==> src/rtl/core/crf_pkg.sv <==
`default_nettype none

package crf_pkg;

	localparam int SAMPLE_W = 16;
	localparam int CH_W     = 2;
	localparam int LEN_W    = 11;
	localparam int STEP_W   = 17;
	localparam int RAMP_W   = 16;
	localparam int CFG_W    = 17;
	localparam int CFG_IDX_W = 2;

	localparam logic [RAMP_W-1:0] RAMP_MAX = {RAMP_W{1'b1}};

	// register indexes of the configuration port
	localparam logic [CFG_IDX_W-1:0] CFG_TARGET    = 2'd0;
	localparam logic [CFG_IDX_W-1:0] CFG_FRAME_LEN = 2'd1;
	localparam logic [CFG_IDX_W-1:0] CFG_RAMP_STEP = 2'd2;

	localparam logic [CH_W-1:0]   TARGET_RESET    = 2'd0;
	localparam logic [LEN_W-1:0]  FRAME_LEN_RESET = 11'd480;
	localparam logic [STEP_W-1:0] RAMP_STEP_RESET = 17'd137;

	typedef enum logic [1:0] {
		MODE_PASS = 2'd0,
		MODE_COPY = 2'd1,
		MODE_FADE = 2'd2
	} mode_t;

	typedef enum logic {
		ACT_SAMPLE = 1'b0,
		ACT_FORGET = 1'b1
	} action_t;

	typedef struct packed {
		logic                       action;
		logic [CH_W-1:0]            source_channel;
		logic signed [SAMPLE_W-1:0] sample_ch0;
		logic signed [SAMPLE_W-1:0] sample_ch1;
		logic signed [SAMPLE_W-1:0] sample_ch2;
		logic signed [SAMPLE_W-1:0] sample_ch3;
	} in_item_t;

	typedef struct packed {
		logic signed [SAMPLE_W-1:0] out_sample;
		logic [1:0]                 mode;
		logic                       frame_end;
	} out_item_t;

	typedef struct packed {
		logic [CH_W-1:0]   target;
		logic [LEN_W-1:0]  frame_len;
		logic [STEP_W-1:0] ramp_step;
	} cfg_t;

	// operands of the mixer, one per sample
	typedef struct packed {
		logic signed [SAMPLE_W-1:0] old_sample;
		logic signed [SAMPLE_W-1:0] new_sample;
		logic [RAMP_W-1:0]          ramp;
		logic [1:0]                 mode;
		logic                       frame_end;
	} fade_req_t;

	function automatic logic signed [SAMPLE_W-1:0] pick_sample(in_item_t it,
			logic [CH_W-1:0] ch);
		logic signed [SAMPLE_W-1:0] s;
		case (ch)
			2'd0: s = it.sample_ch0;
			2'd1: s = it.sample_ch1;
			2'd2: s = it.sample_ch2;
			default: s = it.sample_ch3;
		endcase
		return s;
	endfunction

endpackage

`default_nettype wire

==> src/rtl/core/crf_ctrl.sv <==
`default_nettype none

module crf_ctrl #(
	parameter int MAX_FRAME = 1024
) (
	input  wire logic              clk,
	input  wire logic              arst_n,
	input  wire logic              advance,
	input  crf_pkg::in_item_t      item,
	input  crf_pkg::cfg_t          cfg,
	output crf_pkg::fade_req_t     req,
	output logic                   has_result
);
	import crf_pkg::*;

	localparam int IDX_W = (MAX_FRAME > 1) ? $clog2(MAX_FRAME) : 1;
	localparam int CMP_W = (IDX_W + 1 > LEN_W) ? IDX_W + 1 : LEN_W;

	logic [CH_W-1:0]   prev_src_q;
	logic [CH_W-1:0]   frame_src_q;
	mode_t             mode_q;
	logic [IDX_W-1:0]  idx_q;
	logic [RAMP_W-1:0] ramp_q;

	logic [CMP_W-1:0]  len_raw;
	logic [CMP_W-1:0]  len_max;
	logic [CMP_W-1:0]  len_eff;
	logic [CMP_W-1:0]  pos_next;
	logic              first;
	logic              last;
	logic [CH_W-1:0]   src;
	mode_t             mode;
	logic [RAMP_W-1:0] ramp_used;
	logic [RAMP_W+1:0] ramp_sum;
	logic [RAMP_W-1:0] ramp_next;
	logic              forget;

	// effective frame length, zero taken as one, clamped to the frame limit
	assign len_raw = CMP_W'(cfg.frame_len);
	assign len_max = CMP_W'(MAX_FRAME);
	assign len_eff = (len_raw == '0) ? CMP_W'(1) : ((len_raw > len_max) ? len_max : len_raw);

	assign pos_next = CMP_W'(idx_q) + CMP_W'(1);
	assign first    = (idx_q == '0);
	assign last     = (pos_next >= len_eff);
	assign forget   = (action_t'(item.action) == ACT_FORGET);

	assign src = first ? item.source_channel : frame_src_q;

	always_comb begin
		if (!first) begin
			mode = mode_q;
		end else if (src != prev_src_q) begin
			mode = MODE_FADE;
		end else if (src == cfg.target) begin
			mode = MODE_PASS;
		end else begin
			mode = MODE_COPY;
		end
	end

	// saturating q0.16 ramp, restarted on each frame
	assign ramp_used = first ? '0 : ramp_q;
	assign ramp_sum  = {2'b00, ramp_used} + {1'b0, cfg.ramp_step};
	assign ramp_next = (ramp_sum > {2'b00, RAMP_MAX}) ? RAMP_MAX : ramp_sum[RAMP_W-1:0];

	always_comb begin
		req.mode      = mode;
		req.frame_end = last;
		case (mode)
			MODE_PASS: begin
				req.old_sample = pick_sample(item, cfg.target);
				req.new_sample = req.old_sample;
				req.ramp       = '0;
			end
			MODE_COPY: begin
				req.old_sample = pick_sample(item, src);
				req.new_sample = req.old_sample;
				req.ramp       = '0;
			end
			MODE_FADE: begin
				req.old_sample = pick_sample(item, prev_src_q);
				req.new_sample = pick_sample(item, src);
				req.ramp       = ramp_used;
			end
			default: begin
				req.old_sample = pick_sample(item, cfg.target);
				req.new_sample = req.old_sample;
				req.ramp       = '0;
			end
		endcase
	end

	assign has_result = !forget;

	always_ff @(posedge clk or negedge arst_n) begin
		if (!arst_n) begin
			prev_src_q  <= TARGET_RESET;
			frame_src_q <= '0;
			mode_q      <= MODE_PASS;
			idx_q       <= '0;
			ramp_q      <= '0;
		end else if (advance) begin
			if (forget) begin
				prev_src_q <= cfg.target;
			end else begin
				frame_src_q <= src;
				mode_q      <= mode;
				ramp_q      <= ramp_next;
				if (last) begin
					idx_q      <= '0;
					prev_src_q <= src;
				end else begin
					idx_q <= pos_next[IDX_W-1:0];
				end
			end
		end
	end

endmodule

`default_nettype wire

==> src/rtl/core/crf_fade.sv <==
`default_nettype none

module crf_fade (
	input  crf_pkg::fade_req_t req,
	output crf_pkg::out_item_t res
);
	import crf_pkg::*;

	// (r*new + (1-r)*old + half) >> 16 rewritten as old + ((r*(new-old) + half) >>> 16)
	logic signed [SAMPLE_W:0]     diff;
	logic signed [RAMP_W:0]       ramp_s;
	logic signed [2*SAMPLE_W+1:0] prod;
	logic signed [2*SAMPLE_W+1:0] prod_rnd;
	logic signed [SAMPLE_W+1:0]   delta;
	logic signed [SAMPLE_W+1:0]   mix;

	assign diff     = $signed({req.new_sample[SAMPLE_W-1], req.new_sample})
		- $signed({req.old_sample[SAMPLE_W-1], req.old_sample});
	assign ramp_s   = $signed({1'b0, req.ramp});
	assign prod     = ramp_s * diff;
	assign prod_rnd = prod + $signed((2*SAMPLE_W+2)'(32768));
	assign delta    = $signed(prod_rnd[2*SAMPLE_W+1:16]);
	assign mix      = delta + $signed({{2{req.old_sample[SAMPLE_W-1]}}, req.old_sample});

	assign res.out_sample = mix[SAMPLE_W-1:0];
	assign res.mode       = req.mode;
	assign res.frame_end  = req.frame_end;

endmodule

`default_nettype wire

==> src/rtl/core/channel_replace_crossfade.sv <==
`default_nettype none

// channel      | handshake                    | payload
// -------------+------------------------------+---------------------------------
// sample       | sample_valid / sample_ready  | crf_pkg::in_item_t (one slot)
// result       | result_valid / result_ready  | crf_pkg::out_item_t
// config write | cfg_we                       | cfg_index, cfg_data (no read-back)
//
// one request per clock sustained while result_ready stays high; an accepted request
// is loaded into the input register, then the mix operands register, then the result
// register, which drives result_valid
// a forget request updates the previous source and gives no result
// arst_n clears all control state; config returns to target 0, length 480, step 137
// a stalled result holds the result register; the earlier stages keep filling
// until full, so sample_ready drops only when all three stages hold data

module channel_replace_crossfade #(
	parameter int MAX_FRAME = 1024
) (
	input  wire logic                              clk,
	input  wire logic                              arst_n,
	input  wire logic                              sample_valid,
	output logic                                   sample_ready,
	input  crf_pkg::in_item_t                      sample,
	output logic                                   result_valid,
	input  wire logic                              result_ready,
	output crf_pkg::out_item_t                     result,
	input  wire logic                              cfg_we,
	input  wire logic [crf_pkg::CFG_IDX_W-1:0]     cfg_index,
	input  wire logic [crf_pkg::CFG_W-1:0]         cfg_data
);
	import crf_pkg::*;

	// configuration registers
	cfg_t cfg_q;

	// stage 1: accepted request
	logic      v_s1;
	in_item_t  item_s1;

	// stage 2: mixer operands
	logic      v_s2;
	fade_req_t req_s2;

	// result register
	logic      res_v_q;
	out_item_t res_q;

	fade_req_t req_c;
	out_item_t res_c;
	logic      has_result;
	logic      out_free;
	logic      take_s2;
	logic      adv_s1;

	// pipeline moves where the next stage is empty or draining
	assign out_free     = !res_v_q || result_ready;
	assign take_s2      = !v_s2 || out_free;
	assign adv_s1       = v_s1 && take_s2;
	assign sample_ready = !v_s1 || take_s2;

	always_ff @(posedge clk or negedge arst_n) begin
		if (!arst_n) begin
			cfg_q.target    <= TARGET_RESET;
			cfg_q.frame_len <= FRAME_LEN_RESET;
			cfg_q.ramp_step <= RAMP_STEP_RESET;
		end else if (cfg_we) begin
			case (cfg_index)
				CFG_TARGET:    cfg_q.target    <= cfg_data[CH_W-1:0];
				CFG_FRAME_LEN: cfg_q.frame_len <= cfg_data[LEN_W-1:0];
				CFG_RAMP_STEP: cfg_q.ramp_step <= cfg_data[STEP_W-1:0];
				default: ;
			endcase
		end
	end

	// frame tracking, mode choice and operand selection
	crf_ctrl #(
		.MAX_FRAME(MAX_FRAME)
	) u_ctrl (
		.clk       (clk),
		.arst_n    (arst_n),
		.advance   (adv_s1),
		.item      (item_s1),
		.cfg       (cfg_q),
		.req       (req_c),
		.has_result(has_result)
	);

	// single multiply mixer
	crf_fade u_fade (
		.req(req_s2),
		.res(res_c)
	);

	always_ff @(posedge clk or negedge arst_n) begin
		if (!arst_n) begin
			v_s1    <= 1'b0;
			v_s2    <= 1'b0;
			res_v_q <= 1'b0;
		end else begin
			if (sample_ready) begin
				v_s1 <= sample_valid;
			end
			if (take_s2) begin
				v_s2 <= adv_s1 && has_result;
			end
			if (out_free) begin
				res_v_q <= v_s2;
			end
		end
	end

	// payload registers, no reset
	always_ff @(posedge clk) begin
		if (sample_ready && sample_valid) begin
			item_s1 <= sample;
		end
		if (take_s2) begin
			req_s2 <= req_c;
		end
		if (out_free) begin
			res_q <= res_c;
		end
	end

	assign result_valid = res_v_q;
	assign result       = res_q;

	// pass and copy must never reach the mixer with a non-zero weight
	a_plain_no_ramp: assert property (@(posedge clk) disable iff (!arst_n)
		(v_s2 && (req_s2.mode == MODE_PASS || req_s2.mode == MODE_COPY))
			|-> (req_s2.ramp == '0))
		else $error("pass or copy request carries a fade weight");

	// a held operand stage is not overwritten while the result register stalls
	a_s2_hold: assert property (@(posedge clk) disable iff (!arst_n)
		(v_s2 && !out_free) |=> (v_s2 && $stable(req_s2)))
		else $error("mixer operands lost during result stall");

	// back-pressure only when every stage is occupied
	a_ready_full: assert property (@(posedge clk) disable iff (!arst_n)
		!sample_ready |-> (v_s1 && v_s2 && res_v_q))
		else $error("sample_ready low with a free stage");

endmodule

`default_nettype wire
==> config.mk <==
export PLATFORM = sky130hd
export DESIGN_NAME = channel_replace_crossfade
export DESIGN_NICKNAME = d
export VERILOG_FILES = /design/src/rtl/core/crf_pkg.sv /design/src/rtl/core/crf_ctrl.sv /design/src/rtl/core/crf_fade.sv /design/src/rtl/core/channel_replace_crossfade.sv
export SDC_FILE = /design/constraint.sdc
export NUM_CORES = 1
export LEC_CHECK = 0
export BUFFER_PORTS_ARGS = -buffer_cell sky130_fd_sc_hd__buf_2
export CAP_MARGIN = 40
export CORE_ASPECT_RATIO = 1.1
export CORE_MARGIN = 3
export CORE_UTILIZATION = 54
export DETAILED_ROUTE_END_ITERATION = 12
export PLACE_DENSITY = 0.72
export SYNTH_ARGS = -nofsm -noshare
export SYNTH_HDL_FRONTEND = slang
export SYNTH_SLANG_ARGS = --single-unit
export TNS_END_PERCENT = 30
==> constraint.sdc <==
create_clock -name clk -period 11.25 [get_ports clk]
set_input_delay 1.125 -clock clk [delete_from_list [all_inputs] [get_ports clk]]
set_output_delay 1.125 -clock clk [all_outputs]
set_load 0.1 [all_outputs]
==> qor_table.md, run 1 <==
| Stage | Item | Value |
| --- | --- | --- |
| status | Run status | completed |
| critical path | Type of the worst setup path | register to register |
| synthesis | Portion of netlist area occupied by mux cells | 0.07482 |
| synthesis | Primary flip-flop cell chosen by synthesis mapping | edfxtp_1 |
| clocking | Post-cts sizing count | 0 |
| hold path | Hold path start | req_s2[0] |
| critical path | Crit-path most repeated cell | fa_1 |
| layout | Relative area change from synthesis to final layout | 9.699% |
| drt | Detailed-route vias per instance | 5.523 |
| synthesis | Fraction of post-synthesis cell area in the top cell type by area | 0.2162 |
| hold path | Worst Hold Endpoint | result[0] |
| layout | Fillers | 2944 |
| critical path | Register-to-register setup slack | 810 ps |
| sta | Minimum clock period | 10440 ps |
| sta | Max Clock Freq | 95.76 MHz |
| drt | Final Routed Wirelength | 42890 um |
| drt | Initial DRC count | 748 |
| hold path | Hold Crit Depth | 0 |
| floorplan | # rows | 72 |
| drt | Overall via count from detail_route | 13.63k |
| critical path | Origin of the critical flop-to-flop path | req_s2[35] |
| synthesis | Flip-flop and latch count after synthesis | 202 |
| critical path | Critical path startpoint | req_s2[35] |
| synthesis | Post-synth EDFFs | 137 |
| drt | TritonRoute pass-1 iters | 5 |
| sta | Slew @ Worst Pin | 938.6 ps |
| floorplan | Floorplan die area | 38690 um^2 |
| clocking | TritonCTS Sinks | 202 |
| global routing | Wire length of the first global-routing pass | 71700 um |
| drt | Detailed-route wire length per cell | 17.39 um |
| synthesis | Post-synthesis average cell area | 10.52 um^2 |
| clocking | Clock-pin slew reported for the worst setup and hold paths after clock tree synthesis | 70 ps |
| layout | Layout net count | 2449 |
| synthesis | Combined area of all synthesized cells | 19630 um^2 |
| global routing | Combined global-route utilization of all metal layers | 0.2294 |
| sta | Sum of negative setup slack | 0 ps |
| clocking | CTS H-tree depth | 1 |
| layout | Layout Cells excl Fill | 2467 |
| floorplan | Die Y-Extent | 206.0 um |
| critical path | Number of cells on the worst reg-to-reg path | 38 |
| drt | Count of antenna-violating nets left after detailed routing | 0 |
| sta | Endpoints failing hold | 0 |
| placement | Placed cell count | 2431 |
| placement | Final RePlAce weighted congestion | 0.8900 |
| global routing | Remaining Overflow, GRT | 0 |
| critical path | Terminus of the critical flop-to-flop path | result[18] |
| flow run | Max-Cap Viols | 0 |
| synthesis | Adder-cell area share of the yosys netlist | 0.3270 |
| clocking | Buffers from clock root to sink, at most | 3 |
| clocking | TritonCTS clock tree | built |
| synthesis | Synthesis Warnings | 0 |
| synthesis | Nets in the synthesized netlist | 2343 |
| synthesis | Dominant combinational cell family by area after synthesis | adder cells |
| floorplan | Initial cell density of the core | 0.5532 |
| synthesis | Cells after synthesis | 1866 |
| floorplan | Count of pins on the block boundary | 112 |
| critical path | Capturing element type of the critical path | register |
| synthesis | Area fraction in compound gates after synthesis | 0.05659 |
| global routing | Largest net degree at the start of global routing | 68 |
| critical path | Required time worst endpoint | 11510 ps |
| sta | Fraction of the cycle the final worst path needs | 0.9283 |
| sta | Final hold slack | 425.6 ps |
| hold path | Hold crit path type | register to register |
| placement | Post-DP HPWL | 32830 um |
| synthesis | Post-synth ARST share | 0.3218 |
| sta | Setup violations, final | 0 |
| global routing | Number of antenna violations at the first check in global routing | 1 |
| critical path | Slowest cell on the critical path | a2bb2oi_1 |
| synthesis | Biggest area consumer among synthesized cells | fa_1 |
| sta | Total count of max-transition violations in the final report | 0 |
| clocking | Setup repair bufs after CTS | 0 |
| critical path | Arrival time of the worst setup path | 10700 ps |
| critical path | Peak per-stage delay on the critical path | 670 ps |
| drt | Count of unresolved DRC violations after routing | 0 |
| floorplan | Horiz. Die Dim | 187.8 um |
| critical path | Startpoint class of the critical path | register |
| synthesis | Share of the synthesized netlist area taken by xor and xnor gates | 0.03027 |
| synthesis | Synth unique cells | 74 |
| floorplan | Core outline area | 35490 um^2 |
| layout | Diode count | 0 |
| sta | RSZ-0062 raised after global routing | false |
| sta | Clock skew after layout | 7.074 ps |
| clocking | CTS buffer count | 20 |
| layout | Layout cells sized above 1 | 0.1415 |
| global routing | Vias in the first global route | 14.49k |
| synthesis | Top area cells in the synthesized netlist | fa_1 (22%), edfxtp_1 (21%), ha_1 (11%), dfrtp_1 (7.4%), inv_1 (5.9%) |
| sta | Max transition margin | 0.3719 |
| clocking | Total of hold buffers inserted after clock tree synthesis | 0 |
| critical path | Highest fanout seen on the critical path | 9 |
| synthesis | Post-synthesis share of cell area spent on and, or, nand and nor gates | 0.1459 |
| layout | Final core utilization | 0.6068 |
| synthesis | Sequential element share of the synthesized area | 0.2928 |
| placement | Port Buf Inserts | 111 |
| clocking | Clock latency at the later pin of the worst-skew pair | 500 ps |
| clocking | Root buffer cell | clkbuf_16 |
==> state kept, by name (all words and copies together) (netlist names), 2 cells and up <==
signal	count
u_ctrl.mode_q	2
result	19
u_ctrl.frame_src_q	2
u_ctrl.ramp_q	16
u_ctrl.prev_src_q	2
item_s1	67
u_ctrl.idx_q	10
cfg_q	30
req_s2	51
==> kinds of logic (layout without fill, tap and decap cells) <==
| kind of cell | Yosys count | after routing |
|---|---|---|
| mux | 81 | 81 |
| xor+xnor | 67 | 67 |
| flops | 202 | 202 |
| simple gates | 595 | 595 |
| fa+ha+maj | 386 | 386 |
| buf+inv | 374 | 494 |
| compound gates | 161 | 161 |
==> synthesized netlist by cell type, drive strengths merged, types with 22 or more instances <==
| cell | count |
|---|---|
| nand2 | 283 |
| nor2 | 57 |
| and2 | 95 |
| ha | 174 |
| xnor2 | 46 |
| dfrtp | 58 |
| mux2 | 31 |
| clkbuf | 55 |
| o21ai | 32 |
| nand2b | 25 |
| fa | 212 |
| edfxtp | 137 |
| mux4 | 48 |
| and3 | 22 |
| inv | 308 |
| a21oi | 42 |
| nand3 | 32 |
| nor2b | 37 |
==> cells in the final DEF (no fill, tap or decap), drive strengths merged, types with 46 or more instances in the layout <==
cell / synthesis / layout
edfxtp: 137 / 137
mux4: 48 / 48
buf: 10 / 149
inv: 308 / 310
ha: 174 / 174
nand2: 283 / 283
and2: 95 / 95
fa: 212 / 212
nor2: 57 / 57
dfrtp: 58 / 58
xnor2: 46 / 46
==> how the worst max path moves through the flow <==
stage | end | slack [ps] | depth (start not counted)
final | result[18] | 810 | 38
after global placement | result[18] | 1120 | 35
after detailed placement | result[18] | 920 | 38
after floorplan | result[18] | 1980 | 36
after CTS | result[18] | 880 | 38
after global routing | result[18] | 100 | 38
==> worst max-delay path, delay by kind of cell (launching register included) <==
kind            cells  cell delay [ps]
fa+ha+maj          10             4300
flops               1              400
xor+xnor            3              440
simple gates        9             1710
buf+inv             4              530
compound gates     12             2830
==> routing by layer <==
metal  vias up  routed length, um  track usage
met3       114               2517      0.03308
met4         2               1716      0.09381
li1       6312                  -            -
met5         -                 11            0
met2       448              21310       0.4025
met1      6750              17330       0.2876
==> through the flow <==
stage | instance area (um^2) | setup WS (ps)
after global routing | 21540 | 103.0
after detailed placement | 20840 | 923.6
after CTS | 21540 | 879.9
after floorplan | 19630 | 1977
final | 21540 | 807.1
after global placement | 20780 | 1124
==> final cells by class <==
type	count	area, um^2	share of cell area
tap	481	601.8	0.02794
inverter	309	1160	0.05385
sequential	202	5749	0.2669
timing repair buffer	149	868.3	0.04032
multi-input combinational	1290	12460	0.5787
clock buffer	24	536.8	0.02492
clock inverter	12	157.7	0.007320
Power of run 1 is not shown: default switching activity piles up to over one toggle a cycle in this logic, so the estimate is an artifact.
==> inputs of run 2 (changes only) <==
Settings changed: ABC_AREA from default to 1, CELL_PAD_IN_SITES_DETAIL_PLACEMENT from default to 0, CELL_PAD_IN_SITES_GLOBAL_PLACEMENT from default to 2, CORE_UTILIZATION 54 to 39, PLACE_DENSITY 0.72 to default, PLACE_DENSITY_LB_ADDON from default to 0.1.
==> qor_table.md, run 2 <==
| Stage | Item | Value | vs previous |
| --- | --- | --- | --- |
| floorplan | Initial cell density of the core | 0.3978 | -0.1553 |
| sta | Fraction of the cycle the final worst path needs | 0.8689 | -0.05940 |
| floorplan | Floorplan die area | 56850 um^2 | +47% |
| synthesis | Post-synthesis share of cell area spent on and, or, nand and nor gates | 0.2005 | +0.05454 |
| synthesis | Portion of netlist area occupied by mux cells | 0.002672 | -0.07214 |
| critical path | Crit path capture | result[15] |  |
| critical path | Capturing element type of the critical path | register |  |
| critical path | Peak per-stage delay on the critical path | 620 ps | -50 ps |
| synthesis | Primary flip-flop cell chosen by synthesis mapping | edfxtp_1 |  |
| critical path | Slowest cell on the critical path | fa_1 |  |
| global routing | Largest net degree at the start of global routing | 68 | unchanged |
| floorplan | Core outline area | 52960 um^2 | +49% |
| global routing | Wire length of the first global-routing pass | 102700 um | +43% |
| global routing | Highest-utilization routing layer at the global route stage | met2 |  |
| synthesis | Post-synth ARST share | 0.3218 | unchanged |
| status | Run status | completed |  |
| layout | Most flops, register | item_s1 |  |
| sta | Endpoints failing hold | 0 | unchanged |
| sta | Total count of max-transition violations in the final report | 0 | unchanged |
| synthesis | Most common cell in the synthesized netlist | inv_1 |  |
| global routing | Vias in the first global route | 17.45k | +20% |
| global routing | Combined global-route utilization of all metal layers | 0.2350 | +0.005680 |
| synthesis | Top area cells in the synthesized netlist | fa_1 (20%), edfxtp_1 (20%), ha_1 (10%), inv_1 (9.1%), nand2_1 (8.4%) |  |
| layout | Area used by sequential logic in the layout | 5749 um^2 | unchanged |
| hold path | Hold path start | req_s2[1] |  |
| flow run | Max-Cap Viols | 0 | unchanged |
| critical path | Required time worst endpoint | 11510 ps | about the same |
| synthesis | Biggest area consumer among synthesized cells | fa_1 |  |
| layout | Layout net count | 3096 | +26% |
| critical path | Critical path startpoint | req_s2[41] |  |
| clocking | Buffers from clock root to sink, at most | 3 | unchanged |
| placement | Port Buf Inserts | 111 | unchanged |
| synthesis | Sequential element share of the synthesized area | 0.2729 | -0.01996 |
| synthesis | Top cell types by occurrence after synthesis | inv_1 (513), nand2_1 (472), nor2_1 (234) |  |
| clocking | Total of hold buffers inserted after clock tree synthesis | 0 | unchanged |
| critical path | Terminus of the critical flop-to-flop path | result[15] |  |
| critical path | Origin of the critical flop-to-flop path | req_s2[41] |  |
| drt | Detailed-route vias per instance | 5.108 | -7.5% |
| synthesis | Flip-flop and latch count after synthesis | 202 | unchanged |
| clocking | Setup repair bufs after CTS | 0 | unchanged |
| sta | Slew @ Worst Pin | 900.2 ps | -38.42 ps |
| floorplan | # rows | 88 | +22% |
| clocking | Post-cts sizing count | 0 | unchanged |
| critical path | Highest fanout seen on the critical path | 16 | +7 |
| drt | TritonRoute pass-1 iters | 5 | unchanged |
| drt | Overall via count from detail_route | 17.14k | +26% |
| global routing | Number of antenna violations at the first check in global routing | 0 | -1 |
| layout | Max FFs per register | 67 | unchanged |
| synthesis | Combined area of all synthesized cells | 21070 um^2 | +7.3% |
| drt | Count of antenna-violating nets left after detailed routing | 0 | unchanged |
| clocking | Root buffer cell | clkbuf_16 |  |
| layout | Largest registers ranked by flip-flop count | item_s1 (67), req_s2 (51), cfg_q (30) |  |
| clocking | TritonCTS Sinks | 202 | unchanged |
| critical path | Register-to-register setup slack | 1480 ps | +670 ps |
| sta | RSZ-0062 raised after global routing | false |  |
| global routing | Global routing met2 resource utilization | 0.4056 | +0.003126 |
| synthesis | Adder-cell area share of the yosys netlist | 0.3048 | -0.02230 |
| floorplan | Horiz. Die Dim | 227.6 um | +21% |
| layout | Layout cells sized above 1 | 0.09070 | -0.05079 |
| layout | Most frequent standard cell in the layout excluding fill and tap cells | inv_1 |  |
| sta | Minimum clock period | 9775 ps | -668.3 ps |
| synthesis | Post-synthesis average cell area | 8.299 um^2 | -21% |
| drt | Initial DRC count | 944 | +26% |
| global routing | Met3 global-route usage | 0.01529 | -0.01779 |
| synthesis | Cells after synthesis | 2539 | +36% |
| synthesis | Dominant combinational cell family by area after synthesis | adder cells |  |
| hold path | Hold crit path type | register to register |  |
| synthesis | Share of the synthesized netlist area taken by xor and xnor gates | 0.02245 | -0.007824 |
| sta | Max transition margin | 0.3992 | +0.02724 |
| floorplan | Die Y-Extent | 249.8 um | +21% |
| sta | Sum of negative setup slack | 0 ps | unchanged |
| placement | Final RePlAce weighted congestion | 0.9015 | +1.3% |
| critical path | Type of the worst setup path | register to register |  |
| clocking | CTS H-tree depth | 1 | unchanged |
| layout | Diode count | 0 | unchanged |
| placement | Post-DP HPWL | 53450 um | +63% |
| sta | Max Clock Freq | 102.3 MHz | +6.8% |
| layout | Most frequent cells in the layout | inv_1 (511), nand2_1 (472), nor2_1 (233) |  |
| layout | Relative area change from synthesis to final layout | 9.756% | about the same |
| sta | Clock skew after layout | 13.89 ps | +6.816 ps |
| floorplan | Count of pins on the block boundary | 112 | unchanged |
| synthesis | Area fraction in compound gates after synthesis | 0.08854 | +0.03195 |
| layout | Fillers | 5371 | +82% |
| synthesis | Fraction of post-synthesis cell area in the top cell type by area | 0.2014 | -0.01474 |
| sta | Setup violations, final | 0 | unchanged |
| synthesis | Synthesis Warnings | 0 | unchanged |
| drt | Final Routed Wirelength | 65810 um | +53% |
| clocking | Clock-pin slew reported for the worst setup and hold paths after clock tree synthesis | 60 ps | about the same |
| synthesis | Nets in the synthesized netlist | 3016 | +29% |
| synthesis | Synth unique cells | 58 | -22% |
| drt | Detailed-route wire length per cell | 19.62 um | +13% |
| clocking | CTS buffer count | 22 | +10% |
| critical path | Number of cells on the worst reg-to-reg path | 36 | -5.3% |
| clocking | TritonCTS clock tree | built |  |
| critical path | Crit-path most repeated cell | fa_1 |  |
| synthesis | Post-synth EDFFs | 137 | unchanged |
| layout | Combined area of the multi-input logic cells | 13040 um^2 | +4.6% |
| critical path | Startpoint class of the critical path | register |  |
| critical path | Arrival time of the worst setup path | 10030 ps | -670 ps |
| global routing | Grt met1 use | 0.3137 | +0.02607 |
| global routing | Remaining Overflow, GRT | 0 | unchanged |
| clocking | Clock latency at the later pin of the worst-skew pair | 520 ps | +20 ps |
| drt | Count of unresolved DRC violations after routing | 0 | unchanged |
==> run 2: cell count changes in the layout (fill, tap and decap cells not counted), moves of 45 or more <==
cell and change:
inv_1 +203, nand2_1 +189, nor2_1 +176, nand3_1 +135, o21ai_0 +99, and2_1 -94
a21oi_1 +55, mux4_2 -45
==> run 2: stage by stage <==
step,util,instance area (um^2),hold slack [ps],cells,worst slack (ps)
2_1_floorplan,-,21070,400.3,2539,3113
3_3_place_gp,0.4212,22310,409.0,3311,1510
3_5_place_dp,0.4225,22380,425.9,3315,1542
4_1_cts,0.4367,23130,433.2,3355,1510
5_1_grt,0.4367,23130,435.6,3355,1048
6_report,0.4367,23130,435.3,3355,1475
==> run 2: layer usage <==
| metal | part of all wire | vias to the layer above |
|---|---|---|
| met4 | 0.036 | 0 |
| met3 | 0.037 | 87 |
| met2 | 0.49 | 417 |
| met5 | 0 | - |
| li1 | - | 8241 |
| met1 | 0.44 | 8392 |
==> run 2: kinds of logic (layout without fill, tap and decap cells) <==
family,after synthesis,count (layout)
AO/OA/AOI/OAI,319,319
XOR/XNOR,48,48
adder cells (fa/ha/maj),386,386
buffers and inverters,594,690
flip-flops,202,202
multiplexers,5,5
AND/OR/NAND/NOR,985,985
==> run 2: critical path: cells and delay by family, from the launching register on <==
kind	cells	cell delay (ps)
adders and majority gates	10	4570
DFF	1	460
and+or+nand+nor	10	2000
xor gates and xnor gates	2	370
buffers and inverters	7	570
AOI/OAI and AO/OA	7	1530
==> run 2: cell type report <==
class | count | share of cell area
inverters | 522 | 0.08483
repair buffers | 128 | 0.03127
well taps | 720 | 0.03895
flip-flops and latches | 202 | 0.2486
clock buffers | 28 | 0.02570
multi-input cells | 1743 | 0.5640
clock inverters | 12 | 0.006655
==> run 2: how the worst min path moves through the flow <==
stage | to | cells past startpoint
after floorplan | result[0] | 0
after global placement | result[0] | 0
after detailed placement | result[1] | 0
after CTS | result[1] | 0
after global routing | result[1] | 0
final | result[1] | 0
Power of run 2 is left out for the same reason.
==> inputs of run 3 (changes only) <==
Settings changed: CAP_MARGIN 40 to 20.
Clock period 11.25 ns to 9.81 ns, I/O delays scaled along.
==> qor_table.md, run 3 (same netlist as run 2, synthesis figures left out) <==
| Stage | Item | Value | vs previous |
| --- | --- | --- | --- |
| drt | Count of antenna-violating nets left after detailed routing | 0 | unchanged |
| clocking | CTS buffer count | 20 | -9.1% |
| global routing | Wire length of the first global-routing pass | 103000 um | +0.26% |
| sta | Worst setup margin | 551.5 ps | -923.9 ps |
| clocking | TritonCTS Sinks | 202 | unchanged |
| drt | Detailed-route vias per instance | 5.033 | -1.5% |
| clocking | Root buffer cell | clkbuf_16 |  |
| sta | Endpoints failing hold | 0 | unchanged |
| floorplan | Count of pins on the block boundary | 112 | unchanged |
| clocking | Clock-pin slew reported for the worst setup and hold paths after clock tree synthesis | 70 ps | about the same |
| critical path | Startpoint class of the critical path | register |  |
| clocking | Setup repair bufs after CTS | 0 | unchanged |
| drt | Initial DRC count | 809 | -14% |
| critical path | Number of cells on the worst reg-to-reg path | 36 | unchanged |
| sta | Max transition margin | 0.2893 | -0.1099 |
| layout | Most flops, register | item_s1 |  |
| drt | Count of unresolved DRC violations after routing | 0 | unchanged |
| layout | Most frequent standard cell in the layout excluding fill and tap cells | inv_1 |  |
| layout | Relative area change from synthesis to final layout | 9.442% |  |
| critical path | Origin of the critical flop-to-flop path | req_s2[35] |  |
| sta | RSZ-0062 raised after global routing | false |  |
| status | Run status | completed |  |
| clocking | CTS H-tree depth | 1 | unchanged |
| hold path | Hold crit path type | register to register |  |
| critical path | Type of the worst setup path | register to register |  |
| placement | Final RePlAce weighted congestion | 0.9136 | +1.3% |
| critical path | Slowest cell on the critical path | fa_1 |  |
| placement | Dpl ws | 498.8 ps | -1043 ps |
| hold path | Hold path start | req_s2[0] |  |
| critical path | Peak per-stage delay on the critical path | 560 ps | -60 ps |
| floorplan | # rows | 88 | unchanged |
| sta | Slew @ Worst Pin | 1064 ps | +163.3 ps |
| sta | Fraction of the cycle the final worst path needs | 0.9438 | +0.07493 |
| sta | Setup violations, final | 0 | unchanged |
| placement | Post-DP HPWL | 54460 um | +1.9% |
| layout | Most frequent cells in the layout | inv_1 (510), nand2_1 (472), nor2_1 (233) |  |
| sta | Minimum clock period | 9259 ps | -516.1 ps |
| critical path | Critical path startpoint | req_s2[35] |  |
| layout | Post-route cell area | 23060 um^2 | -0.29% |
| flow run | Max-Cap Viols | 0 | unchanged |
| drt | Detailed-route wire length per cell | 19.67 um | +0.30% |
| layout | Layout cells sized above 1 | 0.09318 | +0.002480 |
| clocking | Buffers from clock root to sink, at most | 3 | unchanged |
| drt | Final Routed Wirelength | 66130 um | +0.48% |
| global routing | Combined global-route utilization of all metal layers | 0.2364 | +0.001370 |
| floorplan | Die Y-Extent | 249.8 um | unchanged |
| sta | Total count of max-transition violations in the final report | 0 | unchanged |
| placement | Port Buf Inserts | 111 | unchanged |
| sta | Max Clock Freq | 108.0 MHz | +5.6% |
| sta | Sum of negative setup slack | 0 ps | unchanged |
| critical path | Required time worst endpoint | 10060 ps | -1450 ps |
| layout | Max FFs per register | 67 | unchanged |
| drt | TritonRoute pass-1 iters | 5 | unchanged |
| placement | Placed Area | 22410 um^2 | +0.12% |
| clocking | Clock latency at the later pin of the worst-skew pair | 520 ps | about the same |
| sta | Clock skew after layout | 12.37 ps | -1.516 ps |
| critical path | Arrival time of the worst setup path | 9510 ps | -520 ps |
| floorplan | Horiz. Die Dim | 227.6 um | unchanged |
| critical path | Capturing element type of the critical path | register |  |
| layout | Final core utilization | 0.4354 | -0.001252 |
| floorplan | Initial cell density of the core | 0.3978 | unchanged |
| global routing | Remaining Overflow, GRT | 0 | unchanged |
| global routing | Number of antenna violations at the first check in global routing | 0 | unchanged |
| hold path | Hold Crit Depth | 0 | unchanged |
| critical path | Highest fanout seen on the critical path | 8 | -8 |
| floorplan | Floorplan die area | 56850 um^2 | unchanged |
| global routing | Largest net degree at the start of global routing | 68 | unchanged |
| global routing | Vias in the first global route | 17.71k | +1.5% |
| floorplan | Core outline area | 52960 um^2 | unchanged |
| clocking | TritonCTS clock tree | built |  |
| drt | Overall via count from detail_route | 16.92k | -1.3% |
| layout | Layout net count | 3103 | +0.23% |
| layout | Largest registers ranked by flip-flop count | item_s1 (67), req_s2 (51), cfg_q (30) |  |
-- run 3: cell count changes in the layout (fill, tap and decap cells not counted) --
cell,previous run,this run
buf_4,13,26
inv_6,3,0
buf_12,2,0
buf_8,2,0
bufinv_16,3,1
clkbuf_16,23,21
clkbuf_8,0,2
clkbuf_4,0,1
clkinv_1,4,3
clkinv_2,2,3
clkinvlp_4,2,3
diode_2,0,1
inv_1,511,510
-- run 3: worst max-delay path: cells and delay by family (launching register included) --
| kind | cells | cell delay [ps] |
|---|---|---|
| xor gates and xnor gates | 2 | 390 |
| adders and majority gates | 10 | 4420 |
| DFF | 1 | 410 |
| and+or+nand+nor | 9 | 1500 |
| buffers and inverters | 8 | 860 |
| AOI/OAI and AO/OA | 7 | 1440 |
-- run 3: per-stage QoR --
step                cells  hold WS, ps
floorplan            2539        400.3
global placement     3324        414.5
detailed placement   3324        407.7
CTS                  3360        425.3
global route         3360        435.6
finish               3361        428.8
-- run 3: per-layer routing --
metal	vias to the layer above	GRT usage	part of all wire	routed length [um]
met5	-	0	0	0
met4	0	0.08196	0.037	2453
met3	95	0.02141	0.033	2171
met2	354	0.4207	0.51	33760
met1	8217	0.2988	0.42	27740
li1	8251	-	-	-
-- run 3: what timing repair did --
item,4_1_cts,5_1_grt
setup endpoints to repair,0,1
hold buffers,0,0
resized for setup,0,1
-- run 3: layout make-up --
| type | count | area (um^2) |
|---|---|---|
| clock inverter | 7 | 68.82 |
| timing repair buffer | 137 | 750.7 |
| clock buffer | 29 | 579.3 |
| tap | 720 | 900.9 |
| inverter | 522 | 1966 |
| antenna | 1 | 2.502 |
| fill | 5351 | 29900 |
| multi-input combinational | 1743 | 13040 |
| sequential | 202 | 5749 |
-- run 3: worst paths after layout --
path,to,slack (ps)
hold reg to reg,result[0],430
max in group asynchronous,u_ctrl.idx_q[8],8580
min in group asynchronous,u_ctrl.frame_src_q[0],640
hold / removal,result[0],430
setup reg to reg,result[15],550
setup / recovery,result[15],550
Power of run 3 is left out for the same reason.
